### src/rtl/mbxd_pkg.sv
// shared types, constants and codes for the mailbox doorbell bank
`timescale 1ns / 1ps

package mbxd_pkg;

   // field widths of the bus access and its response
   localparam int ADDR_W = 11;
   localparam int DATA_W = 64;
   localparam int LINE_W = 6;
   localparam int MODE_W = 2;

   // stream payload widths, padded to whole bytes
   localparam int REQ_TDATA_W = ((ADDR_W + DATA_W + 7) / 8) * 8;
   localparam int RSP_TDATA_W = ((DATA_W + 1 + LINE_W + 7) / 8) * 8;

   // smallest mailbox stride; the address then splits into at most LINE_W index bits
   localparam int MIN_MAILBOX_BYTES = 32;

   // parameter defaults
   localparam int DEF_NUM_MAILBOXES = 64;
   localparam int DEF_MAILBOX_BYTES = 32;

   // access kinds
   localparam logic OP_READ  = 1'b0;
   localparam logic OP_WRITE = 1'b1;

   // register offsets inside one mailbox
   localparam logic [ADDR_W-1:0] OFS_VALUE = ADDR_W'(8'h00);
   localparam logic [ADDR_W-1:0] OFS_LAC   = ADDR_W'(8'h08);
   localparam logic [ADDR_W-1:0] OFS_MASK  = ADDR_W'(8'h10);
   localparam logic [ADDR_W-1:0] OFS_FUNC  = ADDR_W'(8'h18);

   // store mode in the low bits of the function word
   localparam logic [MODE_W-1:0] MODE_OR = 2'd1;

   // decoded register select
   typedef enum logic [2:0] {
      SEL_VALUE,
      SEL_LAC,
      SEL_MASK,
      SEL_FUNC,
      SEL_NONE
   } reg_sel_type;

   // decoded bus access
   typedef struct packed {
      logic              is_write;
      logic              in_range;
      reg_sel_type       sel;
      logic [LINE_W-1:0] idx;
   } dec_type;

   // one mailbox entry as held in memory
   typedef struct packed {
      logic [DATA_W-1:0] value;
      logic [DATA_W-1:0] mask;
      logic [DATA_W-1:0] func;
   } entry_type;

   // controller states
   typedef enum logic [1:0] {
      ST_CLEAR,
      ST_IDLE,
      ST_EXEC
   } state_type;

endpackage

### src/rtl/mbxd_ctrl.sv
// access sequencer: clearing sweep, read-modify-write and response register
`timescale 1ns / 1ps

module mbxd_ctrl #(
   parameter int NUM_MAILBOXES = mbxd_pkg::DEF_NUM_MAILBOXES,
   localparam int IDX_W = (NUM_MAILBOXES > 1) ? $clog2(NUM_MAILBOXES) : 1
) (
   input  logic                          clock,
   input  logic                          reset,
   input  logic                          req_tvalid,
   output logic                          req_tready,
   input  mbxd_pkg::dec_type             dec,
   input  logic [mbxd_pkg::DATA_W-1:0]   write_data,
   output logic                          mem_we,
   output logic [IDX_W-1:0]              mem_waddr,
   output mbxd_pkg::entry_type           mem_wdata,
   output logic                          mem_re,
   output logic [IDX_W-1:0]              mem_raddr,
   input  mbxd_pkg::entry_type           mem_rdata,
   output logic                          rsp_tvalid,
   input  logic                          rsp_tready,
   output logic [mbxd_pkg::DATA_W-1:0]   read_data,
   output logic                          irq_fire,
   output logic [mbxd_pkg::LINE_W-1:0]   irq_line
);

   localparam logic [IDX_W-1:0] LAST_IDX = IDX_W'(NUM_MAILBOXES - 1);

   mbxd_pkg::state_type         state_ff, state_in;
   logic [IDX_W-1:0]            clr_ff, clr_in;
   mbxd_pkg::dec_type           dec_ff, dec_in;
   logic [mbxd_pkg::DATA_W-1:0] data_ff, data_in;
   logic                        rsp_valid_ff, rsp_valid_in;
   logic [mbxd_pkg::DATA_W-1:0] rd_ff, rd_in;
   logic                        fire_ff, fire_in;
   logic [mbxd_pkg::LINE_W-1:0] line_ff, line_in;

   logic                        req_xfer;
   logic                        proceed;
   logic                        changed;
   mbxd_pkg::entry_type         entry_new;
   logic [mbxd_pkg::DATA_W-1:0] stored;
   logic [mbxd_pkg::DATA_W-1:0] rd_val;
   logic                        fire_val;

   // next state
   always_comb begin
      state_in = state_ff;
      unique case (state_ff)
         mbxd_pkg::ST_CLEAR: begin
            if (clr_ff == LAST_IDX) begin
               state_in = mbxd_pkg::ST_IDLE;
            end
         end
         mbxd_pkg::ST_IDLE: begin
            if (req_tvalid) begin
               state_in = mbxd_pkg::ST_EXEC;
            end
         end
         mbxd_pkg::ST_EXEC: begin
            if (!rsp_valid_ff || rsp_tready) begin
               state_in = mbxd_pkg::ST_IDLE;
            end
         end
         default: state_in = mbxd_pkg::ST_CLEAR;
      endcase
   end

   // state outputs
   always_comb begin
      req_tready = 1'b0;
      proceed    = 1'b0;
      mem_we     = 1'b0;
      mem_waddr  = IDX_W'(dec_ff.idx);
      mem_wdata  = entry_new;
      unique case (state_ff)
         mbxd_pkg::ST_CLEAR: begin
            mem_we    = 1'b1;
            mem_waddr = clr_ff;
            mem_wdata = '0;
         end
         mbxd_pkg::ST_IDLE: begin
            req_tready = 1'b1;
         end
         mbxd_pkg::ST_EXEC: begin
            proceed = !rsp_valid_ff || rsp_tready;
            mem_we  = proceed && changed;
         end
         default: begin
            req_tready = 1'b0;
         end
      endcase
   end

   // read the addressed entry at the transfer
   assign req_xfer  = req_tvalid && req_tready;
   assign mem_re    = req_xfer;
   assign mem_raddr = IDX_W'(dec.idx);

   // store according to the function word mode
   assign stored = (mem_rdata.func[mbxd_pkg::MODE_W-1:0] == mbxd_pkg::MODE_OR)
                   ? (mem_rdata.value | data_ff) : data_ff;

   // register access on the fetched entry
   always_comb begin
      entry_new = mem_rdata;
      rd_val    = '0;
      fire_val  = 1'b0;
      changed   = 1'b0;
      if (dec_ff.in_range) begin
         if (!dec_ff.is_write) begin
            case (dec_ff.sel)
               mbxd_pkg::SEL_VALUE: rd_val = mem_rdata.value;
               mbxd_pkg::SEL_LAC: begin
                  rd_val          = mem_rdata.value;
                  entry_new.value = '0;
                  changed         = 1'b1;
               end
               mbxd_pkg::SEL_MASK: rd_val = mem_rdata.mask;
               mbxd_pkg::SEL_FUNC: rd_val = mem_rdata.func;
               default:            rd_val = '0;
            endcase
         end else begin
            case (dec_ff.sel)
               mbxd_pkg::SEL_VALUE: begin
                  fire_val        = |(data_ff & mem_rdata.mask);
                  entry_new.value = stored;
                  changed         = 1'b1;
               end
               mbxd_pkg::SEL_LAC: begin
                  entry_new.value = stored;
                  changed         = 1'b1;
               end
               mbxd_pkg::SEL_MASK: begin
                  entry_new.mask = data_ff;
                  changed        = 1'b1;
               end
               mbxd_pkg::SEL_FUNC: begin
                  entry_new.func = data_ff;
                  changed        = 1'b1;
               end
               default: changed = 1'b0;
            endcase
         end
      end
   end

   // register next values
   always_comb begin
      clr_in       = (state_ff == mbxd_pkg::ST_CLEAR) ? clr_ff + 1'b1 : clr_ff;
      dec_in       = req_xfer ? dec : dec_ff;
      data_in      = req_xfer ? write_data : data_ff;
      rsp_valid_in = proceed ? 1'b1 : (rsp_tready ? 1'b0 : rsp_valid_ff);
      rd_in        = proceed ? rd_val : rd_ff;
      fire_in      = proceed ? fire_val : fire_ff;
      line_in      = proceed ? (fire_val ? dec_ff.idx : '0) : line_ff;
   end

   // control registers
   always_ff @(posedge clock) begin
      if (reset) begin
         state_ff     <= mbxd_pkg::ST_CLEAR;
         clr_ff       <= '0;
         rsp_valid_ff <= 1'b0;
      end else begin
         state_ff     <= state_in;
         clr_ff       <= clr_in;
         rsp_valid_ff <= rsp_valid_in;
      end
   end

   // payload registers
   always_ff @(posedge clock) begin
      dec_ff  <= dec_in;
      data_ff <= data_in;
      rd_ff   <= rd_in;
      fire_ff <= fire_in;
      line_ff <= line_in;
   end

   assign rsp_tvalid = rsp_valid_ff;
   assign read_data  = rd_ff;
   assign irq_fire   = fire_ff;
   assign irq_line   = line_ff;

`ifndef SYNTHESIS
   // a transfer always moves the sequencer into its execute cycle
   a_xfer_exec: assert property (@(posedge clock) disable iff (reset)
      req_xfer |=> state_ff == mbxd_pkg::ST_EXEC)
      else $error("transfer not followed by execute");

   // the memory is never written while waiting for a request
   a_no_idle_write: assert property (@(posedge clock) disable iff (reset)
      mem_we |-> state_ff != mbxd_pkg::ST_IDLE)
      else $error("memory write in idle");

   // an interrupt comes only from a write, which returns no data
   a_fire_no_data: assert property (@(posedge clock) disable iff (reset)
      rsp_valid_ff && fire_ff |-> rd_ff == '0)
      else $error("interrupt with read data");

   // the interrupt line reads zero without a pulse
   a_line_quiet: assert property (@(posedge clock) disable iff (reset)
      rsp_valid_ff && !fire_ff |-> line_ff == '0)
      else $error("interrupt line set without pulse");
`endif

endmodule

### config.mk
export PLATFORM = sky130hd
export DESIGN_NAME = mbxd_ctrl
export DESIGN_NICKNAME = d
export VERILOG_FILES = /design/src/rtl/mbxd_pkg.sv /design/src/rtl/mbxd_ctrl.sv
export SDC_FILE = /design/constraint.sdc
export NUM_CORES = 1
export LEC_CHECK = 0
export ABC_CLOCK_PERIOD_IN_PS = 3300
export BUFFER_PORTS_ARGS = -buffer_cell sky130_fd_sc_hd__buf_4
export CAP_MARGIN = 20
export CORE_AREA = 3 3 214 216
export CTS_CLUSTER_SIZE = 14
export DETAILED_ROUTE_END_ITERATION = 7
export DIE_AREA = 0 0 217 219
export GPL_TIMING_DRIVEN = 0
export PLACE_DENSITY = 0.53
export SKIP_CTS_REPAIR_TIMING = 1
export SLEW_MARGIN = 15
export SYNTH_ARGS = -nofsm -noshare
export SYNTH_HDL_FRONTEND = slang
export SYNTH_SLANG_ARGS = --single-unit
export TNS_END_PERCENT = 1
### constraint.sdc
create_clock -name clock -period 3.3 [get_ports clock]
set_input_delay 0.66 -clock clock [delete_from_list [all_inputs] [get_ports clock]]
set_output_delay 0.66 -clock clock [all_outputs]
set_load 0.01 [all_outputs]
## Word level (Yosys, flattened, before mapping)

Cells that the tools add are included.

| storage, ports and cells | value |
|---|---|
| register bits after elaboration | 155 |
| input bits | 271 |
| logic and storage cells | 64 |

| cells by class | value |
|---|---|
| $add $sub $neg | 1 |
| equal/unequal tests | 10 |
| multiplexer cells | 27 |
| bitwise logic cells | 3 |
| reductions and logical operators | 12 |

Operator list:

| operator | number |
|---|---|
| $mux W192 | 2 |
| $mux W64 | 6 |
| $pmux W64 S3 | 1 |
| $mux W128 | 1 |
| $and A64 B64 Y64 | 1 |
| $or A64 B64 Y64 | 1 |
| $reduce_or A64 Y1 | 1 |
| $mux W1 | 11 |
| $add A6 B1 Y6 const B | 1 |
| $eq A3 B2 Y1 const B | 2 |
| $eq A6 B6 Y1 const B | 1 |
| $mux W2 | 3 |
| $mux W6 | 1 |
| $ne A2 B2 Y1 const B | 3 |
| $pmux W2 S3 | 1 |
| $eq A2 B1 Y1 const B | 2 |
| $reduce_or A2 Y1 | 2 |
| $reduce_or A4 Y1 | 1 |
| $eq A3 B1 Y1 const B | 1 |
| $logic_not A3 Y1 | 1 |
| $reduce_and A3 Y1 | 1 |
| $eq A2 B2 Y1 const B | 1 |
| $logic_and A1 B1 Y1 | 2 |
| $logic_not A2 Y1 | 1 |
| other kinds (5) | 5 |

## Depth between registers and ports, before layout

Gate-level depths: netlist of run 1.

| depth | value |
|---|---|
| depth in word-level cells | 7 |
| mapped depth | 8 |
| mapped depth without buffers | 5 |

## Least setup slack after synthesis of run 1

Ideal clock, no wire load.

| timing path | value |
|---|---|
| kind | input-to-output |
| start | in rsp_tready |
| end | out mem_we |
| data arrival time | 2629 ps |
| setup slack | 11 ps |
| cell stages on the path | 4 |
| path buffers | 0 |
| cells stage by stage | nor2b_1 > nand2b_1 > inv_1 > a31o_2 |

| on the way | value |
|---|---|
| longest elaborated chain between the ends | 3 |

RTL lines:

| what | RTL line | RTL |
|---|---|---|
| start, declared | mbxd_ctrl.sv:21 | `input logic rsp_tready,` |
| $logic_or A1 B1 Y1 | mbxd_ctrl.sv:86 | `proceed = !rsp_valid_ff \|\| rsp_tready;` |
| $logic_and A1 B1 Y1 | mbxd_ctrl.sv:87 | `mem_we = proceed && changed;` |
| $pmux W1 S2 | mbxd_ctrl.sv:76 | `unique case (state_ff)` |
| end, declared | mbxd_ctrl.sv:14 | `output logic mem_we,` |

No other way between the ends.

==> results of run 1 <==
## stage by stage
stage / instance area, sq um / util (%) / cells / worst slack [ps]
3_3_place_gp: 14400 / 32.6 / 2197 / -1740
2_1_floorplan: 9530 / - / 1057 / 11.1
6_report: 15100 / 34.2 / 2236 / -21.6
5_1_grt: 15100 / 34.2 / 2236 / -146
4_1_cts: 15000 / 34.1 / 2232 / -492
3_5_place_dp: 14500 / 32.8 / 2200 / 59.6
## per-layer routing
metal  GRT usage, %  routed length [um]
met1           31.1               25400
met2           43.4               30500
met3           6.29                4900
met4           6.39                1230
met5              0                  20
## flip-flops by register name, summed over array words and instances, names as in the netlist
signal and flops:
state_ff 2, dec_ff 11, clr_ff 6, irq_fire 1, data_ff 64, irq_line 6, read_data 64, rsp_tvalid 1
## how the worst max path moves through the flow
stage / start / end
3_5_place_dp: state_ff[1] / mem_wdata[70]
4_1_cts: state_ff[1] / mem_wdata[70]
6_report: dec_ff[6] / mem_wdata[29]
5_1_grt: dec_ff[7] / mem_wdata[70]
2_1_floorplan: rsp_tready / mem_we
3_3_place_gp: req_tvalid / mem_re
## cell usage in the layout, fill, tap and decap left out, types with 2 or more instances in the layout
cell	Yosys	layout
nor2b_1	5	5
nor4b_1	6	6
a221oi_1	9	9
buf_1	4	4
nor2_1	137	137
clkbuf_2	0	7
xor2_1	3	3
a211oi_1	64	64
dfxtp_1	9	9
o21bai_1	2	2
nand4_1	8	8
a221oi_2	7	7
edfxtp_1	146	146
inv_6	0	4
buf_2	30	28
clkinv_8	0	2
buf_16	0	2
nand2_1	260	260
nor2_4	2	2
o21ai_0	2	2
clkbuf_1	51	44
mux2_2	6	6
nand2b_1	2	2
inv_8	0	5
a21oi_1	132	132
buf_6	7	7
buf_4	6	559
clkbuf_16	0	17
mux2i_1	64	64
a22o_1	16	16
a22oi_1	64	64
clkinvlp_4	0	2
## where the power goes
| group | leakage [uW] | internal, uW | switching (uW) | total, uW |
|---|---|---|---|---|
| combinational | 0.00505 | 283 | 233 | 516 |
| sequential | 0.00140 | 2130 | 3.78 | 2140 |
| clock | 0.000280 | 1010 | 1020 | 2030 |
## area by class of cell
cell class              instances  area share [%]
plain buffers                  98            3.27
inverters                       2          0.0663
clock buffers                  17            2.82
clock inverters                15            1.01
multi-input cells             802            29.7
flip-flops and latches        155            30.2
well taps                     592            4.90
repair buffers                555            28.0
## worst max-delay path, delay by kind of cell (launching register included)
kind | cells | cell delay (ps)
buffers and inverters | 4 | 1160
DFF | 1 | 450
and+or+nand+nor | 2 | 330
AOI/OAI and AO/OA | 1 | 220
## logic make-up (layout without fill, tap and decap cells)
logic type / count (synthesis) / after routing
flip-flops: 155 / 155
buffers and inverters: 100 / 687
AO/OA/AOI/OAI: 298 / 298
adder cells (fa/ha/maj): 1 / 1
multiplexers: 70 / 70
XOR/XNOR: 4 / 4
AND/OR/NAND/NOR: 429 / 429
==> key figures, run 1 <==
Logic synthesis
  – Yosys top cell area share: 46.0%
  – Synth Area in Simple Gates: 18.2%
  – Post-synthesis compound-gate area fraction: 20.9%
  – Syn Inst Count: 1057
  – Synthesized Nets: 1329
  – Largest family of logic cells by synthesized area: compound AO/OA/AOI/OAI gates
  – Register area share after synthesis: 47.9%
  – Asr flop ratio synth: 0%
  – Yosys top cell by area: edfxtp_1
  – Top cells by area, synth: edfxtp_1 (46%), nand2_1 (10%), a21oi_1 (6.9%)
  – Mean Syn Cell Area: 9.02 sq um
  – FF+latch count, synth: 155
  – Distinct cells, synth: 38
  – Synth warnings: 0
  – Most frequent cell after synthesis: nand2_1
  – EDFF count, synth: 146
  – Post-synthesis xor/xnor area fraction: 0.368%
  – Post-synthesis adder-cell area fraction: 0.131%
  – Ys flop type: edfxtp_1
  – Commonest cells post-synth: nand2_1 (260), edfxtp_1 (146), nor2_1 (137), a21oi_1 (132)
  – Mapped cell area: 9530 sq um
  – Post-synthesis mux area share: 7.43%

Floorplan
  – Die H: 219 um
  – Die X: 217 um
  – Core area: 44100 sq um
  – Die Area: 47500 sq um
  – Initial cell density of the core: 21.6%
  – Site row count: 77
  – I/O Pins: 550

Critical path
  – Flop-to-flop setup slack: 680 ps
  – Critical Path RT: 2640 ps
  – RR Startpoint: data_ff[34]
  – Worst EP arrival: 2660 ps
  – CP max FO: 10
  – Worst-path cell chain: buf_2 -> nand4_1 -> buf_4 -> clkbuf_1 -> nand2_1 -> a21oi_1 -> buf_4
  – Worst R2R End: irq_line[0]
  – Critical path's largest stage delay: 490 ps
  – Critical path capture point type: output pin
  – CP max stage cell: clkbuf_1
  – Worst Setup Start Kind: flop
  – Crit-path most repeated cell: buf_4
  – Reg2Reg Depth: 5
  – Critical setup path kind: reg2out

Clock network
  – TritonCTS buffer count: 17
  – Clock Latency Late Sink: 490 ps
  – Clk sinks: 155
  – H-Tree Depth: 4
  – Reg clk slew, reported paths: 80 ps
  – CTS tree: built
  – Clock root buffer: clkbuf_16
  – Clock Path Buffers: 2

Cells and area
  – Area delta synth->final: 58.5%
  – Reg area: 4560 sq um
  – N_diodes: 0
  – # fillers: 4720
  – Final nets: 1903
  – Area of the multi-input gates: 4490 sq um
  – Share of layout cells above drive strength 1: 40.0%

Job
  – Max_cap viols: 0

Global route
  – Total gr overflow: 0
  – Overall Global Routing Usage: 25.0%
  – Initial antenna violation count: 2
  – Global-route wire length before repair: 84.2 mm
  – Pin count of the biggest net entering global routing: 46
  – Vias in the first global route: 11.2k

Drt
  – Starting DRT DRC Count: 952
  – Vias: 11.3k
  – DRT Pass-1 Iters: 6
  – Drt drc: 0
  – Final wirelength: 62.0 mm
  – Number of vias per cell: 5.06
  – Avg WL per Cell: 27.7 um
  – ANT nets after route: 0

STA
  – Max_slew headroom: 28.5%
  – Final hold viol count: 0
  – Finish-stage setup viols: 1
  – Worst setup margin: -21.6 ps
  – Final worst path period need: 3320 ps
  – Worst-margin pin slew: 1070 ps
  – Max Slew Vio Count: 0
  – WHS: 337 ps
  – Fin crit share: 101%
  – Final TNS setup: -21.6 ps
  – Setup Skew: 13.1 ps
  – RSZ-0062 raised after global routing: true
  – F_max: 301 MHz

Power
  – Worst VDD drop: 260 uV
  – Cell area power density: 310 nW/um^2
  – Leak: 0.00673 uW
  – Post-layout power: 4680 uW

Min path
  – Worst min path class: in2reg
  – Hold path depth: 1
  – Hold wc startpoint: write_data[56]
  – Hold Path End: data_ff[56]

Placed design
  – Number of buffers added on ports: 548
  – DP Wirelength: 49.4 mm
  – Final Wtd Congestion: 0.959

Status
  – Failing checks: negative setup slack
  – Status: finished with violations
Note: power is estimated with default switching activity, not from simulation.
==> run 2, diff against run 1 <==
--- a/config.mk
+++ b/config.mk
@@ -15,6 +15,7 @@
 export GPL_TIMING_DRIVEN = 0
 export PLACE_DENSITY = 0.53
 export SKIP_CTS_REPAIR_TIMING = 1
+export SKIP_LAST_GASP = 1
 export SLEW_MARGIN = 15
 export SYNTH_ARGS = -nofsm -noshare
 export SYNTH_HDL_FRONTEND = slang
==> key figures, run 2 (synthesis results as in run 1) <==
Clock network
  – H-Tree Depth: 4 (unchanged)
  – Clock Latency Late Sink: 490 ps (about the same)
  – CTS tree: built (unchanged)
  – Clock root buffer: clkbuf_16 (unchanged)
  – Clk sinks: 155 (unchanged)
  – Reg clk slew, reported paths: 80 ps (about the same)
  – TritonCTS buffer count: 17 (unchanged)
  – Clock Path Buffers: 2 (unchanged)

Critical path
  – Critical Path RT: 2640 ps (about the same)
  – Crit-path most repeated cell: buf_4 (unchanged)
  – CP max stage cell: clkbuf_1 (unchanged)
  – CP max FO: 10 (unchanged)
  – Cell family with most CP delay: buffers and inverters (unchanged)
  – Critical path's largest stage delay: 500 ps (was 490 ps)
  – Critical path capture point type: output pin (unchanged)
  – Critical setup path kind: reg2out (unchanged)
  – Worst EP arrival: 2690 ps (was 2660 ps)
  – Worst Setup Start Kind: flop (unchanged)
  – Worst R2R End: irq_line[4] (was irq_line[0])
  – RR Startpoint: data_ff[34] (unchanged)
  – Worst Path Buf+Inv: 4 (unchanged)
  – Worst-path cell chain: buf_2 -> nand4_1 -> buf_4 -> clkbuf_1 -> nand2_1 -> a21oi_1 -> buf_4 (unchanged)
  – Flop-to-flop setup slack: 660 ps (was 680 ps)
  – Reg2Reg Depth: 5 (unchanged)

Cells and area
  – Final nets: 1903 (unchanged)
  – Area delta synth->final: 58.4% (was 58.5%)
  – Most frequent cells in the layout: buf_4 (557), nand2_1 (260), edfxtp_1 (146), nor2_1 (137), a21oi_1 (132) (was buf_4 (559), nand2_1 (260), edfxtp_1 (146), nor2_1 (137), a21oi_1 (132))
  – Design area: 15100 sq um (about the same)
  – Share of layout cells above drive strength 1: 39.9% (was 40.0%)
  – Post-Layout Cell Count: 2238 (was 2236)
  – Commonest non-fill, non-tap cell in the layout: buf_4 (unchanged)
  – # fillers: 4721 (was 4720)

Floorplan
  – Site row count: 77 (unchanged)
  – Die Area: 47500 sq um (unchanged)
  – Core area: 44100 sq um (unchanged)
  – Die H: 219 um (unchanged)
  – Die X: 217 um (unchanged)
  – I/O Pins: 550 (unchanged)
  – Initial cell density of the core: 21.6% (unchanged)

STA
  – Setup Skew: 15.0 ps (was 13.1 ps)
  – RSZ-0062 raised after global routing: true (unchanged)
  – Final hold viol count: 0 (unchanged)
  – Fin crit share: 101% (about the same)
  – Final TNS setup: -49.5 ps (was -21.6 ps)
  – Worst-margin pin slew: 1060 ps (was 1070 ps)
  – Worst setup margin: -49.5 ps (was -21.6 ps)
  – Finish-stage setup viols: 1 (unchanged)
  – Max_slew headroom: 29.1% (was 28.5%)
  – F_max: 299 MHz (was 301 MHz)
  – Final worst path period need: 3350 ps (was 3320 ps)
  – Max Slew Vio Count: 0 (unchanged)

Min path
  – Worst min path class: in2reg (unchanged)
  – Hold wc startpoint: write_data[56] (unchanged)
  – Hold path depth: 1 (unchanged)
  – Hold Path End: data_ff[56] (unchanged)

Global route
  – GRT met1 Usage: 31.1% (unchanged)
  – Global-route wire length before repair: 84.2 mm (unchanged)
  – Pin count of the biggest net entering global routing: 46 (unchanged)
  – Total gr overflow: 0 (unchanged)
  – GR Util met3: 6.29% (unchanged)
  – Vias in the first global route: 11.2k (unchanged)
  – Overall Global Routing Usage: 25.0% (unchanged)
  – GR Util met2: 43.4% (unchanged)
  – Global route hottest layer: met2 (unchanged)
  – Initial antenna violation count: 2 (unchanged)

Drt
  – DRT Pass-1 Iters: 6 (unchanged)
  – Number of vias per cell: 5.04 (was 5.06)
  – ANT nets after route: 0 (unchanged)
  – Final wirelength: 62.0 mm (about the same)
  – Vias: 11.3k (about the same)
  – Avg WL per Cell: 27.7 um (about the same)
  – Drt drc: 0 (unchanged)
  – Starting DRT DRC Count: 955 (was 952)

Power
  – Worst VDD drop: 260 uV (about the same)
  – Leak: 0.00672 uW (was 0.00673 uW)
  – Cell area power density: 310 nW/um^2 (about the same)
  – Internal Pwr Total: 3420 uW (about the same)
  – Logic pwr share: 11.0% (about the same)
  – Switch share: 26.9% (about the same)
  – Clock share of power: 43.3% (about the same)
  – Sw power: 1260 uW (about the same)
  – Flop pwr share: 45.7% (about the same)

Status
  – Failing checks: negative setup slack (unchanged)
  – Status: finished with violations (unchanged)

Placed design
  – Inst Count DP: 2200 (unchanged)
  – DP Wirelength: 49.4 mm (unchanged)
  – Final Wtd Congestion: 0.959 (unchanged)
  – Number of buffers added on ports: 548 (unchanged)
  – Pre-CTS setup slack: 59.6 ps (unchanged)
  – Dpl cell area: 14500 sq um (unchanged)

Job
  – Max_cap viols: 0 (unchanged)
-- run 2: metrics by stage --
| stage | total power [uW] | hold WS, ps | utilization, % |
|---|---|---|---|
| 6_report | 4680 | 337 | 34.2 |
| 5_1_grt | 4820 | 311 | 34.2 |
| 4_1_cts | 4740 | 293 | 34.1 |
| 3_5_place_dp | 2700 | 505 | 32.8 |
| 3_3_place_gp | 2690 | 495 | 32.6 |
| 2_1_floorplan | 2300 | 468 | - |
-- run 2: metal layers --
metal	vias up	wire length (um)
met5	-	20
li1	5001	-
met3	74	4690
met1	5579	25600
met4	2	1210
met2	633	30500
-- run 2: worst max path at each step --
stage / startpoint / end / slack (ps) / depth (start not counted)
2_1_floorplan: rsp_tready / mem_we / 10 / 4
6_report: dec_ff[6] / mem_wdata[29] / -50 / 7
3_5_place_dp: state_ff[1] / mem_wdata[70] / 60 / 5
3_3_place_gp: req_tvalid / mem_re / -1740 / 3
4_1_cts: state_ff[1] / mem_wdata[70] / -490 / 5
5_1_grt: dec_ff[7] / mem_wdata[70] / -150 / 7
-- run 2: layout make-up --
| class | count | area, sq um | share of cell area [%] |
|---|---|---|---|
| flip-flops and latches | 155 | 4560 | 30.2 |
| multi-input cells | 802 | 4490 | 29.7 |
| repair buffers | 555 | 4230 | 28.0 |
| well taps | 592 | 741 | 4.90 |
| plain buffers | 98 | 488 | 3.23 |
| clock buffers | 17 | 425 | 2.82 |
| clock inverters | 15 | 153 | 1.01 |
| inverters | 2 | 10.0 | 0.0663 |
| diodes | 2 | 5.00 | 0.0331 |
-- run 2: power groups by stage --
| stage | registers (uW) | logic (uW) | clock network (uW) |
|---|---|---|---|
| finish | 2140 | 516 | 2020 |
| global route | 2140 | 550 | 2130 |
| CTS | 2140 | 515 | 2080 |
| detailed placement | 2180 | 513 | 0 |
| global placement | 2180 | 510 | 0 |
| floorplan | 2180 | 122 | 0 |
